===== src/design/ctok_pkg.sv =====
// Shared constants and lookup functions for the C-like source tokenizer.
package ctok_pkg;

    // Default sizes.
    localparam int KEYWORD_CHARS_DEF = 8;
    localparam int POSITION_BITS_DEF = 16;
    localparam int LENGTH_BITS_DEF   = 12;

    // Depth of the queue between front and back.
    localparam int QUEUE_DEPTH = 4;

    // Token kinds.
    localparam logic [5:0] KIND_KEYWORD0 = 6'd33;
    localparam logic [5:0] KIND_IDENT    = 6'd44;
    localparam logic [5:0] KIND_NUMBER   = 6'd45;
    localparam logic [5:0] KIND_QUOTED   = 6'd46;
    localparam logic [5:0] KIND_EOF      = 6'd47;
    localparam logic [5:0] KIND_NONE     = 6'd63;

    // Error codes.
    localparam logic [2:0] ERR_NONE       = 3'd0;
    localparam logic [2:0] ERR_UNFINISHED = 3'd1;
    localparam logic [2:0] ERR_UNCLOSED   = 3'd2;
    localparam logic [2:0] ERR_CHAR_LEN   = 3'd3;
    localparam logic [2:0] ERR_FAULTY     = 3'd4;
    localparam logic [2:0] ERR_ESC_END    = 3'd5;

    // Kind of a two-character operator, or KIND_NONE.
    function automatic logic [5:0] pair_kind(input logic [7:0] a, input logic [7:0] b);
        logic [5:0] k;
        case ({a, b})
            "++":    k = 6'd0;
            "--":    k = 6'd1;
            "->":    k = 6'd2;
            "!=":    k = 6'd3;
            "==":    k = 6'd4;
            ">=":    k = 6'd5;
            "<=":    k = 6'd6;
            "<<":    k = 6'd7;
            ">>":    k = 6'd8;
            "&&":    k = 6'd9;
            "||":    k = 6'd10;
            default: k = KIND_NONE;
        endcase
        return k;
    endfunction

    // Kind of a one-character operator, or KIND_NONE.
    function automatic logic [5:0] single_kind(input logic [7:0] c);
        logic [5:0] k;
        case (c)
            "(":     k = 6'd11;
            ")":     k = 6'd12;
            "{":     k = 6'd13;
            "}":     k = 6'd14;
            "[":     k = 6'd15;
            "]":     k = 6'd16;
            ";":     k = 6'd17;
            ",":     k = 6'd18;
            "%":     k = 6'd19;
            "~":     k = 6'd20;
            "^":     k = 6'd21;
            ".":     k = 6'd22;
            "*":     k = 6'd23;
            "/":     k = 6'd24;
            "+":     k = 6'd25;
            "-":     k = 6'd26;
            "<":     k = 6'd27;
            ">":     k = 6'd28;
            "=":     k = 6'd29;
            "!":     k = 6'd30;
            "&":     k = 6'd31;
            "|":     k = 6'd32;
            default: k = KIND_NONE;
        endcase
        return k;
    endfunction

    // True for a character that may open a two-character operator.
    function automatic logic may_pair(input logic [7:0] c);
        return c inside {"+", "-", "!", "=", ">", "<", "&", "|"};
    endfunction

    function automatic logic is_letter(input logic [7:0] c);
        return (c == "_") || (c inside {["a":"z"]}) || (c inside {["A":"Z"]});
    endfunction

    function automatic logic is_digit(input logic [7:0] c);
        return c inside {["0":"9"]};
    endfunction

    function automatic logic is_hex(input logic [7:0] c);
        return (c inside {["0":"9"]}) || (c inside {["a":"f"]}) || (c inside {["A":"F"]});
    endfunction

    // Keyword lookup. The word's first character sits in the top byte;
    // n is the word length, or zero when it is too long for any keyword.
    function automatic logic [5:0] keyword_kind(input logic [63:0] w, input logic [3:0] n);
        logic [5:0] k;
        k = KIND_IDENT;
        case (n)
            4'd2: begin
                if (w[63:48] == "if") k = KIND_KEYWORD0 + 6'd2;
                if (w[63:48] == "do") k = KIND_KEYWORD0 + 6'd9;
            end
            4'd4: begin
                if (w[63:32] == "byte") k = KIND_KEYWORD0 + 6'd0;
                if (w[63:32] == "void") k = KIND_KEYWORD0 + 6'd3;
                if (w[63:32] == "else") k = KIND_KEYWORD0 + 6'd10;
            end
            4'd5: begin
                if (w[63:24] == "while") k = KIND_KEYWORD0 + 6'd1;
                if (w[63:24] == "break") k = KIND_KEYWORD0 + 6'd5;
            end
            4'd6: begin
                if (w[63:16] == "return") k = KIND_KEYWORD0 + 6'd4;
                if (w[63:16] == "struct") k = KIND_KEYWORD0 + 6'd8;
            end
            4'd7: begin
                if (w[63:8] == "typedef") k = KIND_KEYWORD0 + 6'd7;
            end
            4'd8: begin
                if (w == "continue") k = KIND_KEYWORD0 + 6'd6;
            end
            default: k = KIND_IDENT;
        endcase
        return k;
    endfunction

endpackage


===== src/design/c_like_source_tokenizer.sv =====
// Top level of the C-like source tokenizer: front end, bundle queue and back end.
//
// Takes one source byte per item, one item per cycle, and emits tokens (operators,
// keywords, identifiers, numbers, quoted literals, errors and a closing EOF token) as
// result items. A byte is processed in the cycle it is accepted; the tokens it
// completes (at most three) go as one bundle into a four-entry queue, and the back
// end sends one token per cycle from there while the receiver is ready, so input
// stalls only when the queue is full. After the EOF token or a fatal error the block
// still takes bytes but emits nothing until reset.
module c_like_source_tokenizer #(
    parameter int KEYWORD_CHARS = ctok_pkg::KEYWORD_CHARS_DEF,
    parameter int POSITION_BITS = ctok_pkg::POSITION_BITS_DEF,
    parameter int LENGTH_BITS   = ctok_pkg::LENGTH_BITS_DEF
) (
    input  logic       aclk,
    input  logic       aresetn,
    input  logic       s_tvalid,
    output logic       s_tready,
    input  logic [7:0] s_tdata,   // ch
    input  logic       s_tlast,   // last
    output logic       m_tvalid,
    input  logic       m_tready,
    // start_line, start_column, token_length, error_code, zero fill
    output logic [((2*POSITION_BITS+LENGTH_BITS+3+7)/8)*8-1:0] m_tdata,
    output logic [6:0] m_tuser,   // token_kind, is_char_literal
    output logic       m_tlast    // last_token
);
    import ctok_pkg::*;

    localparam int TOK_W    = 6 + 1 + 2*POSITION_BITS + LENGTH_BITS + 3 + 1;
    localparam int BUNDLE_W = 2 + 3*TOK_W;
    localparam int DATA_W   = ((2*POSITION_BITS+LENGTH_BITS+3+7)/8)*8;
    localparam int CW       = $clog2(QUEUE_DEPTH + 1);

    logic                in_fire;
    logic                push;
    logic [BUNDLE_W-1:0] push_data;
    logic                pop;
    logic                full;
    logic                not_empty;
    logic [BUNDLE_W-1:0] head_data;
    logic [CW-1:0]       level;

    assign s_tready = !full;
    assign in_fire  = s_tvalid && s_tready;

    ctok_front #(
        .KEYWORD_CHARS(KEYWORD_CHARS),
        .POSITION_BITS(POSITION_BITS),
        .LENGTH_BITS  (LENGTH_BITS),
        .BUNDLE_W     (BUNDLE_W)
    ) u_front (
        .aclk     (aclk),
        .aresetn  (aresetn),
        .in_fire  (in_fire),
        .in_ch    (s_tdata),
        .in_last  (s_tlast),
        .push     (push),
        .push_data(push_data)
    );

    ctok_queue #(
        .WIDTH(BUNDLE_W)
    ) u_queue (
        .aclk     (aclk),
        .aresetn  (aresetn),
        .push     (push),
        .push_data(push_data),
        .pop      (pop),
        .full     (full),
        .not_empty(not_empty),
        .head_data(head_data),
        .level    (level)
    );

    ctok_back #(
        .POSITION_BITS(POSITION_BITS),
        .LENGTH_BITS  (LENGTH_BITS),
        .BUNDLE_W     (BUNDLE_W),
        .DATA_W       (DATA_W)
    ) u_back (
        .aclk    (aclk),
        .aresetn (aresetn),
        .q_valid (not_empty),
        .q_data  (head_data),
        .q_pop   (pop),
        .m_tvalid(m_tvalid),
        .m_tready(m_tready),
        .m_tdata (m_tdata),
        .m_tuser (m_tuser),
        .m_tlast (m_tlast)
    );

    // The queue never overflows or underflows.
    a_queue_bounds: assert property (@(posedge aclk) disable iff (!aresetn)
        (level <= CW'(QUEUE_DEPTH)) && !(pop && !not_empty) && !(push && full))
        else $error("bundle queue overflow or underflow");

    // Nothing follows the closing token.
    a_quiet_after_last: assert property (@(posedge aclk) disable iff (!aresetn)
        m_tvalid && m_tready && m_tlast |=> !m_tvalid && !not_empty)
        else $error("token emitted after the closing token");

    // Input is refused only when the queue is full.
    a_ready_full: assert property (@(posedge aclk) disable iff (!aresetn)
        !s_tready |-> level == CW'(QUEUE_DEPTH))
        else $error("input stalled with room in the queue");

endmodule


===== src/design/ctok_front.sv =====
// Tokenizer front end: lexer state, one source byte per item, up to three tokens out.
module ctok_front #(
    parameter int KEYWORD_CHARS = 8,
    parameter int POSITION_BITS = 16,
    parameter int LENGTH_BITS   = 12,
    parameter int BUNDLE_W      = 2
) (
    input  logic                aclk,
    input  logic                aresetn,
    input  logic                in_fire,
    input  logic [7:0]          in_ch,
    input  logic                in_last,
    output logic                push,
    output logic [BUNDLE_W-1:0] push_data
);
    import ctok_pkg::*;

    localparam int KI = (KEYWORD_CHARS > 1) ? $clog2(KEYWORD_CHARS) : 1;

    typedef struct packed {
        logic                     fin;
        logic [2:0]               err;
        logic [LENGTH_BITS-1:0]   len;
        logic [POSITION_BITS-1:0] col;
        logic [POSITION_BITS-1:0] line;
        logic                     isch;
        logic [5:0]               kind;
    } tok_t;

    typedef struct packed {
        logic [1:0] cnt;
        tok_t [2:0] tok;
    } bundle_t;

    typedef enum logic [7:0] {
        ST_IDLE   = 8'b0000_0001,
        ST_OPPEND = 8'b0000_0010,
        ST_IDENT  = 8'b0000_0100,
        ST_NUMBER = 8'b0000_1000,
        ST_QUOTE  = 8'b0001_0000,
        ST_ESC    = 8'b0010_0000,
        ST_ESCDEC = 8'b0100_0000,
        ST_ESCHEX = 8'b1000_0000
    } mode_t;

    localparam logic [POSITION_BITS-1:0] POS_ONE = POSITION_BITS'(1);
    localparam logic [LENGTH_BITS-1:0]   LEN_ONE = LENGTH_BITS'(1);

    mode_t                     mode_reg, mode_next;
    logic [7:0]                pend_reg, pend_next;
    logic [POSITION_BITS-1:0]  line_reg, line_next;
    logic [POSITION_BITS-1:0]  col_reg, col_next;
    logic [POSITION_BITS-1:0]  tsc_reg, tsc_next;
    logic [POSITION_BITS-1:0]  qline_reg, qline_next;
    logic [LENGTH_BITS-1:0]    run_reg, run_next;
    logic [LENGTH_BITS-1:0]    lcc_reg, lcc_next;
    logic [2:0]                esc_reg, esc_next;
    logic                      qs_reg, qs_next;
    logic                      halted_reg, halted_next;
    logic [7:0]                wbuf_reg [KEYWORD_CHARS];
    logic [7:0]                wbuf_next [KEYWORD_CHARS];

    bundle_t    bundle;
    logic [63:0] kw_word;
    logic [3:0]  kw_len;

    function automatic logic [POSITION_BITS-1:0] inc_pos(input logic [POSITION_BITS-1:0] v);
        return (&v) ? v : v + POS_ONE;
    endfunction

    function automatic logic [LENGTH_BITS-1:0] inc_len(input logic [LENGTH_BITS-1:0] v);
        return (&v) ? v : v + LEN_ONE;
    endfunction

    function automatic tok_t make_tok(input logic [5:0] kind, input logic isch,
                                      input logic [POSITION_BITS-1:0] line,
                                      input logic [POSITION_BITS-1:0] col,
                                      input logic [LENGTH_BITS-1:0] len,
                                      input logic [2:0] err, input logic fin);
        tok_t t;
        t.kind = kind;
        t.isch = isch;
        t.line = line;
        t.col  = col;
        t.len  = len;
        t.err  = err;
        t.fin  = fin;
        return t;
    endfunction

    // Stored word, first character in the top byte, for the keyword check.
    always_comb begin
        for (int j = 0; j < 8; j++) begin
            kw_word[63-8*j -: 8] = wbuf_reg[j];
        end
        kw_len = (run_reg <= LENGTH_BITS'(8)) ? run_reg[3:0] : 4'd0;
    end

    // Next lexer state and the tokens this byte completes.
    always_comb begin
        logic       go_idle;
        logic       go_quote;
        logic       dead;
        logic       word;
        logic       bad;
        logic [5:0] k;
        logic [7:0] qc;

        mode_next   = mode_reg;
        pend_next   = pend_reg;
        line_next   = line_reg;
        col_next    = col_reg;
        tsc_next    = tsc_reg;
        qline_next  = qline_reg;
        run_next    = run_reg;
        lcc_next    = lcc_reg;
        esc_next    = esc_reg;
        qs_next     = qs_reg;
        halted_next = halted_reg;
        wbuf_next   = wbuf_reg;
        bundle      = '0;
        go_idle     = 1'b0;
        go_quote    = 1'b0;
        dead        = 1'b0;
        word        = 1'b0;
        bad         = 1'b0;
        k           = KIND_NONE;
        qc          = 8'd0;

        if (!halted_reg) begin
            case (mode_reg)
                ST_OPPEND: begin
                    mode_next = ST_IDLE;
                    k = pair_kind(pend_reg, in_ch);
                    if (k != KIND_NONE) begin
                        bundle.tok[bundle.cnt] = make_tok(k, 1'b0, line_reg, tsc_reg,
                                                          LENGTH_BITS'(2), ERR_NONE, 1'b0);
                        bundle.cnt = bundle.cnt + 2'd1;
                        col_next = inc_pos(inc_pos(col_reg));
                    end else begin
                        k = single_kind(pend_reg);
                        bundle.tok[bundle.cnt] = make_tok((k == KIND_NONE) ? 6'd0 : k, 1'b0,
                                                          line_reg, tsc_reg, LEN_ONE,
                                                          ERR_NONE, 1'b0);
                        bundle.cnt = bundle.cnt + 2'd1;
                        col_next = inc_pos(col_reg);
                        go_idle = 1'b1;
                    end
                end
                ST_IDENT, ST_NUMBER: begin
                    word = (mode_reg == ST_IDENT);
                    if (word ? is_letter(in_ch) : is_digit(in_ch)) begin
                        if (word && run_reg < LENGTH_BITS'(KEYWORD_CHARS)) begin
                            wbuf_next[run_reg[KI-1:0]] = in_ch;
                        end
                        run_next = inc_len(run_reg);
                        col_next = inc_pos(col_reg);
                        if (in_last) begin
                            bundle.tok[bundle.cnt] = make_tok(word ? KIND_IDENT : KIND_NUMBER,
                                                              1'b0, line_reg, col_next, run_next,
                                                              ERR_UNFINISHED, 1'b1);
                            bundle.cnt = bundle.cnt + 2'd1;
                            halted_next = 1'b1;
                            mode_next = ST_IDLE;
                            dead = 1'b1;
                        end
                    end else begin
                        bundle.tok[bundle.cnt] = make_tok(word ? keyword_kind(kw_word, kw_len)
                                                               : KIND_NUMBER,
                                                          1'b0, line_reg, tsc_reg, run_reg,
                                                          ERR_NONE, 1'b0);
                        bundle.cnt = bundle.cnt + 2'd1;
                        mode_next = ST_IDLE;
                        go_idle = 1'b1;
                    end
                end
                ST_QUOTE: begin
                    go_quote = 1'b1;
                end
                ST_ESC: begin
                    run_next = inc_len(run_reg);
                    col_next = inc_pos(col_reg);
                    esc_next = 3'd1;
                    if (is_digit(in_ch)) begin
                        mode_next = ST_ESCDEC;
                    end else if (in_ch == "x") begin
                        mode_next = ST_ESCHEX;
                    end else begin
                        mode_next = ST_QUOTE;
                    end
                    if (in_last) begin
                        bundle.tok[bundle.cnt] = make_tok(KIND_QUOTED, qs_reg, qline_reg, tsc_reg,
                                                          run_next, ERR_UNCLOSED, 1'b1);
                        bundle.cnt = bundle.cnt + 2'd1;
                        halted_next = 1'b1;
                        mode_next = ST_IDLE;
                        dead = 1'b1;
                    end
                end
                ST_ESCDEC, ST_ESCHEX: begin
                    if ((mode_reg == ST_ESCDEC) ? (is_digit(in_ch) && esc_reg < 3'd3)
                                                : (is_hex(in_ch) && esc_reg < 3'd4)) begin
                        run_next = inc_len(run_reg);
                        col_next = inc_pos(col_reg);
                        esc_next = esc_reg + 3'd1;
                        if (in_last) begin
                            bundle.tok[bundle.cnt] = make_tok(KIND_QUOTED, qs_reg, qline_reg,
                                                              tsc_reg, run_next, ERR_UNCLOSED,
                                                              1'b1);
                            bundle.cnt = bundle.cnt + 2'd1;
                            halted_next = 1'b1;
                            mode_next = ST_IDLE;
                            dead = 1'b1;
                        end
                    end else begin
                        mode_next = ST_QUOTE;
                        go_quote = 1'b1;
                    end
                end
                default: begin
                    mode_next = ST_IDLE;
                    go_idle = 1'b1;
                end
            endcase

            // Byte inside quotes.
            if (go_quote) begin
                qc = qs_reg ? 8'h27 : 8'h22;
                run_next = inc_len(run_next);
                if (in_ch == qc) begin
                    bad = qs_reg && (lcc_next != LEN_ONE);
                    bundle.tok[bundle.cnt] = make_tok(KIND_QUOTED, qs_reg,
                                                      bad ? qline_reg : line_next, tsc_reg,
                                                      run_next, bad ? ERR_CHAR_LEN : ERR_NONE,
                                                      1'b0);
                    bundle.cnt = bundle.cnt + 2'd1;
                    col_next = inc_pos(col_next);
                    mode_next = ST_IDLE;
                end else if (in_ch == 8'h0A) begin
                    line_next = inc_pos(line_next);
                    col_next = POS_ONE;
                    if (in_last) begin
                        bundle.tok[bundle.cnt] = make_tok(KIND_QUOTED, qs_reg, qline_reg, tsc_reg,
                                                          run_next, ERR_UNCLOSED, 1'b1);
                        bundle.cnt = bundle.cnt + 2'd1;
                        halted_next = 1'b1;
                        mode_next = ST_IDLE;
                        dead = 1'b1;
                    end
                end else begin
                    lcc_next = inc_len(lcc_next);
                    col_next = inc_pos(col_next);
                    if (in_ch == 8'h5C) begin
                        if (in_last) begin
                            bundle.tok[bundle.cnt] = make_tok(KIND_QUOTED, qs_reg, line_next,
                                                              col_next, run_next, ERR_ESC_END,
                                                              1'b1);
                            bundle.cnt = bundle.cnt + 2'd1;
                            halted_next = 1'b1;
                            mode_next = ST_IDLE;
                            dead = 1'b1;
                        end else begin
                            mode_next = ST_ESC;
                        end
                    end else if (in_last) begin
                        bundle.tok[bundle.cnt] = make_tok(KIND_QUOTED, qs_reg, qline_reg, tsc_reg,
                                                          run_next, ERR_UNCLOSED, 1'b1);
                        bundle.cnt = bundle.cnt + 2'd1;
                        halted_next = 1'b1;
                        mode_next = ST_IDLE;
                        dead = 1'b1;
                    end
                end
            end

            // Byte seen with no token open.
            if (go_idle) begin
                k = single_kind(in_ch);
                if (k != KIND_NONE) begin
                    if (!in_last && may_pair(in_ch)) begin
                        pend_next = in_ch;
                        tsc_next = col_next;
                        mode_next = ST_OPPEND;
                    end else begin
                        bundle.tok[bundle.cnt] = make_tok(k, 1'b0, line_next, col_next, LEN_ONE,
                                                          ERR_NONE, 1'b0);
                        bundle.cnt = bundle.cnt + 2'd1;
                        col_next = inc_pos(col_next);
                    end
                end else if (is_letter(in_ch) || is_digit(in_ch)) begin
                    word = is_letter(in_ch);
                    tsc_next = col_next;
                    col_next = inc_pos(col_next);
                    run_next = LEN_ONE;
                    if (word) begin
                        wbuf_next[0] = in_ch;
                    end
                    if (in_last) begin
                        bundle.tok[bundle.cnt] = make_tok(word ? KIND_IDENT : KIND_NUMBER, 1'b0,
                                                          line_next, col_next, LEN_ONE,
                                                          ERR_UNFINISHED, 1'b1);
                        bundle.cnt = bundle.cnt + 2'd1;
                        halted_next = 1'b1;
                        mode_next = ST_IDLE;
                        dead = 1'b1;
                    end else begin
                        mode_next = word ? ST_IDENT : ST_NUMBER;
                    end
                end else if (in_ch == 8'h27 || in_ch == 8'h22) begin
                    tsc_next = col_next;
                    qline_next = line_next;
                    qs_next = (in_ch == 8'h27);
                    run_next = LEN_ONE;
                    lcc_next = '0;
                    col_next = inc_pos(col_next);
                    if (in_last) begin
                        bundle.tok[bundle.cnt] = make_tok(KIND_QUOTED, qs_next, qline_next,
                                                          tsc_next, LEN_ONE, ERR_UNCLOSED, 1'b1);
                        bundle.cnt = bundle.cnt + 2'd1;
                        halted_next = 1'b1;
                        mode_next = ST_IDLE;
                        dead = 1'b1;
                    end else begin
                        mode_next = ST_QUOTE;
                    end
                end else if (in_ch == 8'h5C) begin
                    bundle.tok[bundle.cnt] = make_tok(KIND_NUMBER, 1'b0, line_next, col_next,
                                                      LEN_ONE, ERR_NONE, 1'b0);
                    bundle.cnt = bundle.cnt + 2'd1;
                    col_next = inc_pos(col_next);
                end else if (in_ch == 8'h0A) begin
                    line_next = inc_pos(line_next);
                    col_next = POS_ONE;
                end else if (in_ch == " " || (in_ch >= 8'd9 && in_ch <= 8'd13)) begin
                    col_next = inc_pos(col_next);
                end else begin
                    bundle.tok[bundle.cnt] = make_tok(6'd0, 1'b0, line_next, col_next, LEN_ONE,
                                                      ERR_FAULTY, 1'b0);
                    bundle.cnt = bundle.cnt + 2'd1;
                    col_next = inc_pos(col_next);
                end
            end

            // End of source with no fatal error closes the stream with an EOF token.
            if (!dead && in_last) begin
                bundle.tok[bundle.cnt] = make_tok(KIND_EOF, 1'b0, line_next, col_next, '0,
                                                  ERR_NONE, 1'b1);
                bundle.cnt = bundle.cnt + 2'd1;
                halted_next = 1'b1;
                mode_next = ST_IDLE;
            end
        end
    end

    assign push      = in_fire && (bundle.cnt != 2'd0);
    assign push_data = BUNDLE_W'(bundle);

    // Lexer control state.
    always_ff @(posedge aclk) begin
        if (!aresetn) begin
            mode_reg   <= ST_IDLE;
            pend_reg   <= '0;
            line_reg   <= POS_ONE;
            col_reg    <= POS_ONE;
            tsc_reg    <= POS_ONE;
            qline_reg  <= POS_ONE;
            run_reg    <= '0;
            lcc_reg    <= '0;
            esc_reg    <= '0;
            qs_reg     <= 1'b0;
            halted_reg <= 1'b0;
        end else if (in_fire) begin
            mode_reg   <= mode_next;
            pend_reg   <= pend_next;
            line_reg   <= line_next;
            col_reg    <= col_next;
            tsc_reg    <= tsc_next;
            qline_reg  <= qline_next;
            run_reg    <= run_next;
            lcc_reg    <= lcc_next;
            esc_reg    <= esc_next;
            qs_reg     <= qs_next;
            halted_reg <= halted_next;
        end
    end

    // Word buffer holds the leading characters of an identifier.
    always_ff @(posedge aclk) begin
        if (in_fire) begin
            wbuf_reg <= wbuf_next;
        end
    end

endmodule


===== src/design/ctok_queue.sv =====
// Short queue of token bundles between the front end and the back end.
module ctok_queue #(
    parameter int WIDTH = 8
) (
    input  logic             aclk,
    input  logic             aresetn,
    input  logic             push,
    input  logic [WIDTH-1:0] push_data,
    input  logic             pop,
    output logic             full,
    output logic             not_empty,
    output logic [WIDTH-1:0] head_data,
    output logic [$clog2(ctok_pkg::QUEUE_DEPTH+1)-1:0] level
);
    import ctok_pkg::*;

    localparam int PW = $clog2(QUEUE_DEPTH);
    localparam int CW = $clog2(QUEUE_DEPTH + 1);

    logic [WIDTH-1:0] slot_reg [QUEUE_DEPTH];
    logic [PW-1:0]    wr_reg, rd_reg;
    logic [CW-1:0]    count_reg;

    assign full      = (count_reg == CW'(QUEUE_DEPTH));
    assign not_empty = (count_reg != '0);
    assign head_data = slot_reg[rd_reg];
    assign level     = count_reg;

    // Pointers and fill count.
    always_ff @(posedge aclk) begin
        if (!aresetn) begin
            wr_reg    <= '0;
            rd_reg    <= '0;
            count_reg <= '0;
        end else begin
            if (push) begin
                wr_reg <= wr_reg + PW'(1);
            end
            if (pop) begin
                rd_reg <= rd_reg + PW'(1);
            end
            if (push && !pop) begin
                count_reg <= count_reg + CW'(1);
            end else if (pop && !push) begin
                count_reg <= count_reg - CW'(1);
            end
        end
    end

    // Storage.
    always_ff @(posedge aclk) begin
        if (push) begin
            slot_reg[wr_reg] <= push_data;
        end
    end

endmodule


===== src/design/ctok_back.sv =====
// Tokenizer back end: takes bundles from the queue and sends one token per cycle while the receiver is ready.
module ctok_back #(
    parameter int POSITION_BITS = 16,
    parameter int LENGTH_BITS   = 12,
    parameter int BUNDLE_W      = 2,
    parameter int DATA_W        = 8
) (
    input  logic                aclk,
    input  logic                aresetn,
    input  logic                q_valid,
    input  logic [BUNDLE_W-1:0] q_data,
    output logic                q_pop,
    output logic                m_tvalid,
    input  logic                m_tready,
    output logic [DATA_W-1:0]   m_tdata,
    output logic [6:0]          m_tuser,
    output logic                m_tlast
);
    import ctok_pkg::*;

    typedef struct packed {
        logic                     fin;
        logic [2:0]               err;
        logic [LENGTH_BITS-1:0]   len;
        logic [POSITION_BITS-1:0] col;
        logic [POSITION_BITS-1:0] line;
        logic                     isch;
        logic [5:0]               kind;
    } tok_t;

    typedef struct packed {
        logic [1:0] cnt;
        tok_t [2:0] tok;
    } bundle_t;

    bundle_t    cur_reg;
    logic [1:0] idx_reg;
    logic       have_reg;
    tok_t       tok;
    logic       done;

    assign tok      = cur_reg.tok[idx_reg];
    assign done     = m_tvalid && m_tready && (idx_reg == cur_reg.cnt - 2'd1);
    assign q_pop    = q_valid && (!have_reg || done);
    assign m_tvalid = have_reg;
    assign m_tdata  = DATA_W'({tok.err, tok.len, tok.col, tok.line});
    assign m_tuser  = {tok.isch, tok.kind};
    assign m_tlast  = tok.fin;

    // Current bundle and the position within it.
    always_ff @(posedge aclk) begin
        if (!aresetn) begin
            have_reg <= 1'b0;
            idx_reg  <= '0;
        end else if (!have_reg || done) begin
            have_reg <= q_valid;
            idx_reg  <= '0;
        end else if (m_tready) begin
            idx_reg <= idx_reg + 2'd1;
        end
    end

    // Bundle payload.
    always_ff @(posedge aclk) begin
        if (q_pop) begin
            cur_reg <= bundle_t'(q_data);
        end
    end

endmodule


===== config.mk =====
export PLATFORM = sky130hd
export DESIGN_NAME = c_like_source_tokenizer
export DESIGN_NICKNAME = d
export VERILOG_FILES = /design/src/design/ctok_pkg.sv /design/src/design/c_like_source_tokenizer.sv /design/src/design/ctok_front.sv /design/src/design/ctok_queue.sv /design/src/design/ctok_back.sv
export SDC_FILE = /design/constraint.sdc
export NUM_CORES = 2
export LEC_CHECK = 0
export BUFFER_PORTS_ARGS = -buffer_cell sky130_fd_sc_hd__buf_2
export CORE_MARGIN = 2
export CORE_UTILIZATION = 58
export DETAILED_ROUTE_END_ITERATION = 10
export PLACE_DENSITY_LB_ADDON = 0.3
export SKIP_CTS_REPAIR_TIMING = 1
export SYNTH_ARGS = -nofsm -noshare
export SYNTH_HDL_FRONTEND = slang
export SYNTH_HIERARCHICAL = 1
export SYNTH_SLANG_ARGS = --single-unit

===== constraint.sdc =====
create_clock -name aclk -period 12.9 [get_ports aclk]
set_clock_uncertainty 0.2 [all_clocks]
set_input_delay 1.29 -clock aclk [delete_from_list [all_inputs] [get_ports aclk]]
set_output_delay 1.29 -clock aclk [all_outputs]
set_load 0.05 [all_outputs]

==> flow_metrics.tcl <==
set metrics [dict create \
    drive_gt1_share_pct 13.4 \
    run_status "completed" \
    crit_fanout 20 \
    met1_length_mm 59.7 \
    core_sq_um 86500 \
    maxCapViolations 0 \
    largest_reg_flops 668 \
    drtIter0Drc 5239 \
    synth.distinct_cells 121 \
    cts.sinks 1020 \
    p_sw_mw 3.10 \
    path_clk_slew_ps 60 \
    worst_pin_slew_ps 1480 \
    ys_warn_count 6 \
    critPathTopFamily "simple AND/OR/NAND/NOR gates" \
    routed_wl_mm 153 \
    drcViolationCount 0 \
    numCtsBuffers 99 \
    hold_path.class "reg -> reg" \
    area_delta_synth_final_pct 8.39 \
    track_usage_pct 34.1 \
    cp_common_cell "ha_1" \
    grt_antenna_before_repair 8 \
    top_layer "met5" \
    clockPowerShare_pct 28.9 \
    crit_required_ps 13120 \
    p_seq_share_pct 46.7 \
    die_area_sq_um 89300 \
    cts_root_buf "clkbuf_16" \
    finalSetupViolCount 0 \
    ant_nets 0 \
    synth_ff_type "edfxtp_1" \
    yosysSeqAreaShare_pct 58.3 \
    cp-start-kind "flip-flop" \
    cts_tree "done" \
    first_pass_iters 6 \
    synth_edf_count 899 \
    rsz0062_at_grt "false" \
    grt_pass1_vias 35400 \
    fp.dieH_um 299 \
    routed-wl-met3_mm 17.7 \
    num_vias 37100 \
    grt_pass1_wl_mm 229 \
    ys_ff_latch 1020 \
    grt_overflow 0 \
    p_per_area_nw_per_um2 177 \
    hold_violations 0 \
    met2_length_mm 68.9 \
    tns_ps 0 \
    clk_latency_ps 700 \
    rows 108 \
    layout.cells.non_filler 5368 \
    synthArstFlopShare_pct 0 \
    slowest_stage "and3_1" \
    htreeDepth 3 \
    ys_top_cells_by_area "edfxtp_1 (54%), mux4_2 (7.5%), dfxtp_1 (4.8%), nand2_1 (3.0%), a21oi_1 (2.9%)" \
    combPwrFrac_pct 24.4 \
    p_leak_nw 17.6 \
    cp-end-kind "flip-flop" \
    io_pins 71 \
    slew_viol_final 0 \
    total_power_mw 9.68 \
    dp_hpwl_mm 99.5 \
    cp.buffers_inverters 2 \
    slowest_delay_ps 730 \
    wl_per_cell_um 28.5 \
    dp.cells 5185 \
    grt_start_max_net_pins 124 \
    vias_per_cell 6.92 \
    max_slew_margin_pct 1.24 \
    cts.path.max_buffers 3 \
    layout.nets 4170 \
    netlist_instances 4159 \
    finalCritPeriodShare_pct 73.4 \
    cellInternalPower_mw 6.58 \
    synth_top_area_share_pct 53.5 \
    fmax_mhz 106 \
    layout_min_cycle_time_ps 9470 \
    peakVddDrop_mv 0.349 \
    synth.largest_area_cell "edfxtp_1" \
    io_buffer_count 69 \
    initial_utilization_pct 58.3 \
    path_class "reg -> reg" \
    syn_area_per_cell_sq_um 12.1 \
    routabilityCongestion 0.973 \
    dieWidth_um 299 \
    synth_area_sq_um 50400 \
    arrival_ps 9690 \
    p_sw_share_pct 32.1 \
]
## power by group through the flow
| stage | sequential, mW | clock (mW) | combinational (mW) |
|---|---|---|---|
| after floorplan | 4.58 | 0 | 1.74 |
| after global routing | 4.56 | 2.96 | 2.49 |
| final | 4.52 | 2.80 | 2.36 |
| after CTS | 4.52 | 2.84 | 2.35 |
| after detailed placement | 4.57 | 0 | 2.32 |
| after global placement | 4.54 | 0 | 2.28 |
## layout by cell type, fill, tap and decap left out, types with 21 or more instances in the layout
cell type / instances
a22oi_1: 23
nor4_1: 31
o22ai_1: 58
nor2_1: 357
and3_1: 35
inv_1: 47
nand3_1: 110
a31oi_1: 34
a21o_1: 22
xor2_1: 36
mux4_2: 167
a21oi_1: 297
dfxtp_1: 116
o21a_1: 22
o21ai_0: 294
clkbuf_1: 23
mux2i_1: 87
o21ai_1: 22
clkinv_1: 21
nand4_1: 48
xnor2_1: 42
a211oi_1: 54
or3_1: 38
and2_1: 30
nand2b_1: 32
nor3_1: 86
edfxtp_1: 899
buf_4: 86
conb_1: 23
ha_1: 25
clkbuf_16: 100
buf_2: 69
nand2_1: 404
o211ai_1: 45
## path summary, 6_finish.rpt
path / startpoint / endpoint / slack (ps) / cells after the start
max: u_front/col_reg[1] / u_queue/slot_reg[1][79] / 3430 / 25
min: u_front/tsc_reg[5] / u_front/tsc_reg[5] / 280 / 2
max reg2reg: u_front/col_reg[1] / u_queue/slot_reg[1][79] / 3430 / 25
min reg2reg: u_front/tsc_reg[5] / u_front/tsc_reg[5] / 280 / 2
## cell usage after synthesis, types with 25 or more instances
| master | number |
|---|---|
| xor2_1 | 36 |
| or3_1 | 38 |
| o22ai_1 | 58 |
| edfxtp_1 | 899 |
| buf_4 | 37 |
| mux2i_1 | 87 |
| nor3_1 | 86 |
| o211ai_1 | 45 |
| nor2_1 | 358 |
| nand4_1 | 48 |
| and2_1 | 34 |
| a31oi_1 | 34 |
| inv_1 | 47 |
| ha_1 | 25 |
| nand2_1 | 404 |
| a21oi_1 | 297 |
| clkbuf_1 | 186 |
| xnor2_1 | 42 |
| dfxtp_1 | 121 |
| a211oi_1 | 56 |
| o21ai_0 | 296 |
| buf_2 | 50 |
| and3_1 | 35 |
| nand2b_1 | 33 |
| nor4_1 | 32 |
| mux4_2 | 167 |
| nand3_1 | 110 |
## metal layers
| metal | up-vias | track usage [%] |
|---|---|---|
| li1 | 16000 | - |
| met1 | 18300 | 48.1 |
| met2 | 2365 | 51.1 |
| met3 | 486 | 8.30 |
| met4 | 8 | 13.7 |
| met5 | - | 0 |
## logic make-up after synthesis
family / after synthesis / share of synthesized area, %
XOR/XNOR: 79 / 1.41
AND/OR/NAND/NOR: 1334 / 13.2
other: 2 / 0.0149
adder cells (fa/ha/maj): 26 / 0.660
buffers and inverters: 360 / 3.54
AO/OA/AOI/OAI: 1073 / 13.4
multiplexers: 265 / 9.44
flip-flops: 1020 / 58.3
## worst reg2reg max path, cell delays in order (launching register included)
cell and delay (ps):
dfxtp_1 670, ha_1 380, nand3_2 180, nor4_2 290, buf_4 300, xnor2_1 350
ha_1 390, nand2_2 90, nor3_1 280, nand3_1 200, nor2_1 540, o21bai_1 410
ha_1 400, o211ai_1 240, or3_1 340, nor4_1 90, or3_1 610, inv_2 280
ha_1 250, o211ai_1 220, nor3_2 440, and3_1 730, and2_1 540, a221o_1 220
a32oi_1 50, o32ai_1 490
## final cells by class
| cell class | instances | area (sq um) |
|---|---|---|
| fillers | 6454 | 31800 |
| flip-flops and latches | 1020 | 29400 |
| multi-input cells | 2800 | 19400 |
| clock buffers | 126 | 2630 |
| well taps | 1155 | 1450 |
| repair buffers | 159 | 1070 |
| clock inverters | 55 | 512 |
| inverters | 51 | 191 |
| diodes | 2 | 5.00 |
## per-stage QoR
step,setup WS (ps),utilization [%],instance area [sq um],hold WS [ps]
global placement,3570,59.6,51500,258
detailed placement,3290,59.6,51500,270
floorplan,2520,-,50500,237
finish,3430,63.2,54700,282
CTS,3860,63.2,54600,284
global route,3010,63.2,54700,310
Note: power is estimated with default switching activity, not from simulation.
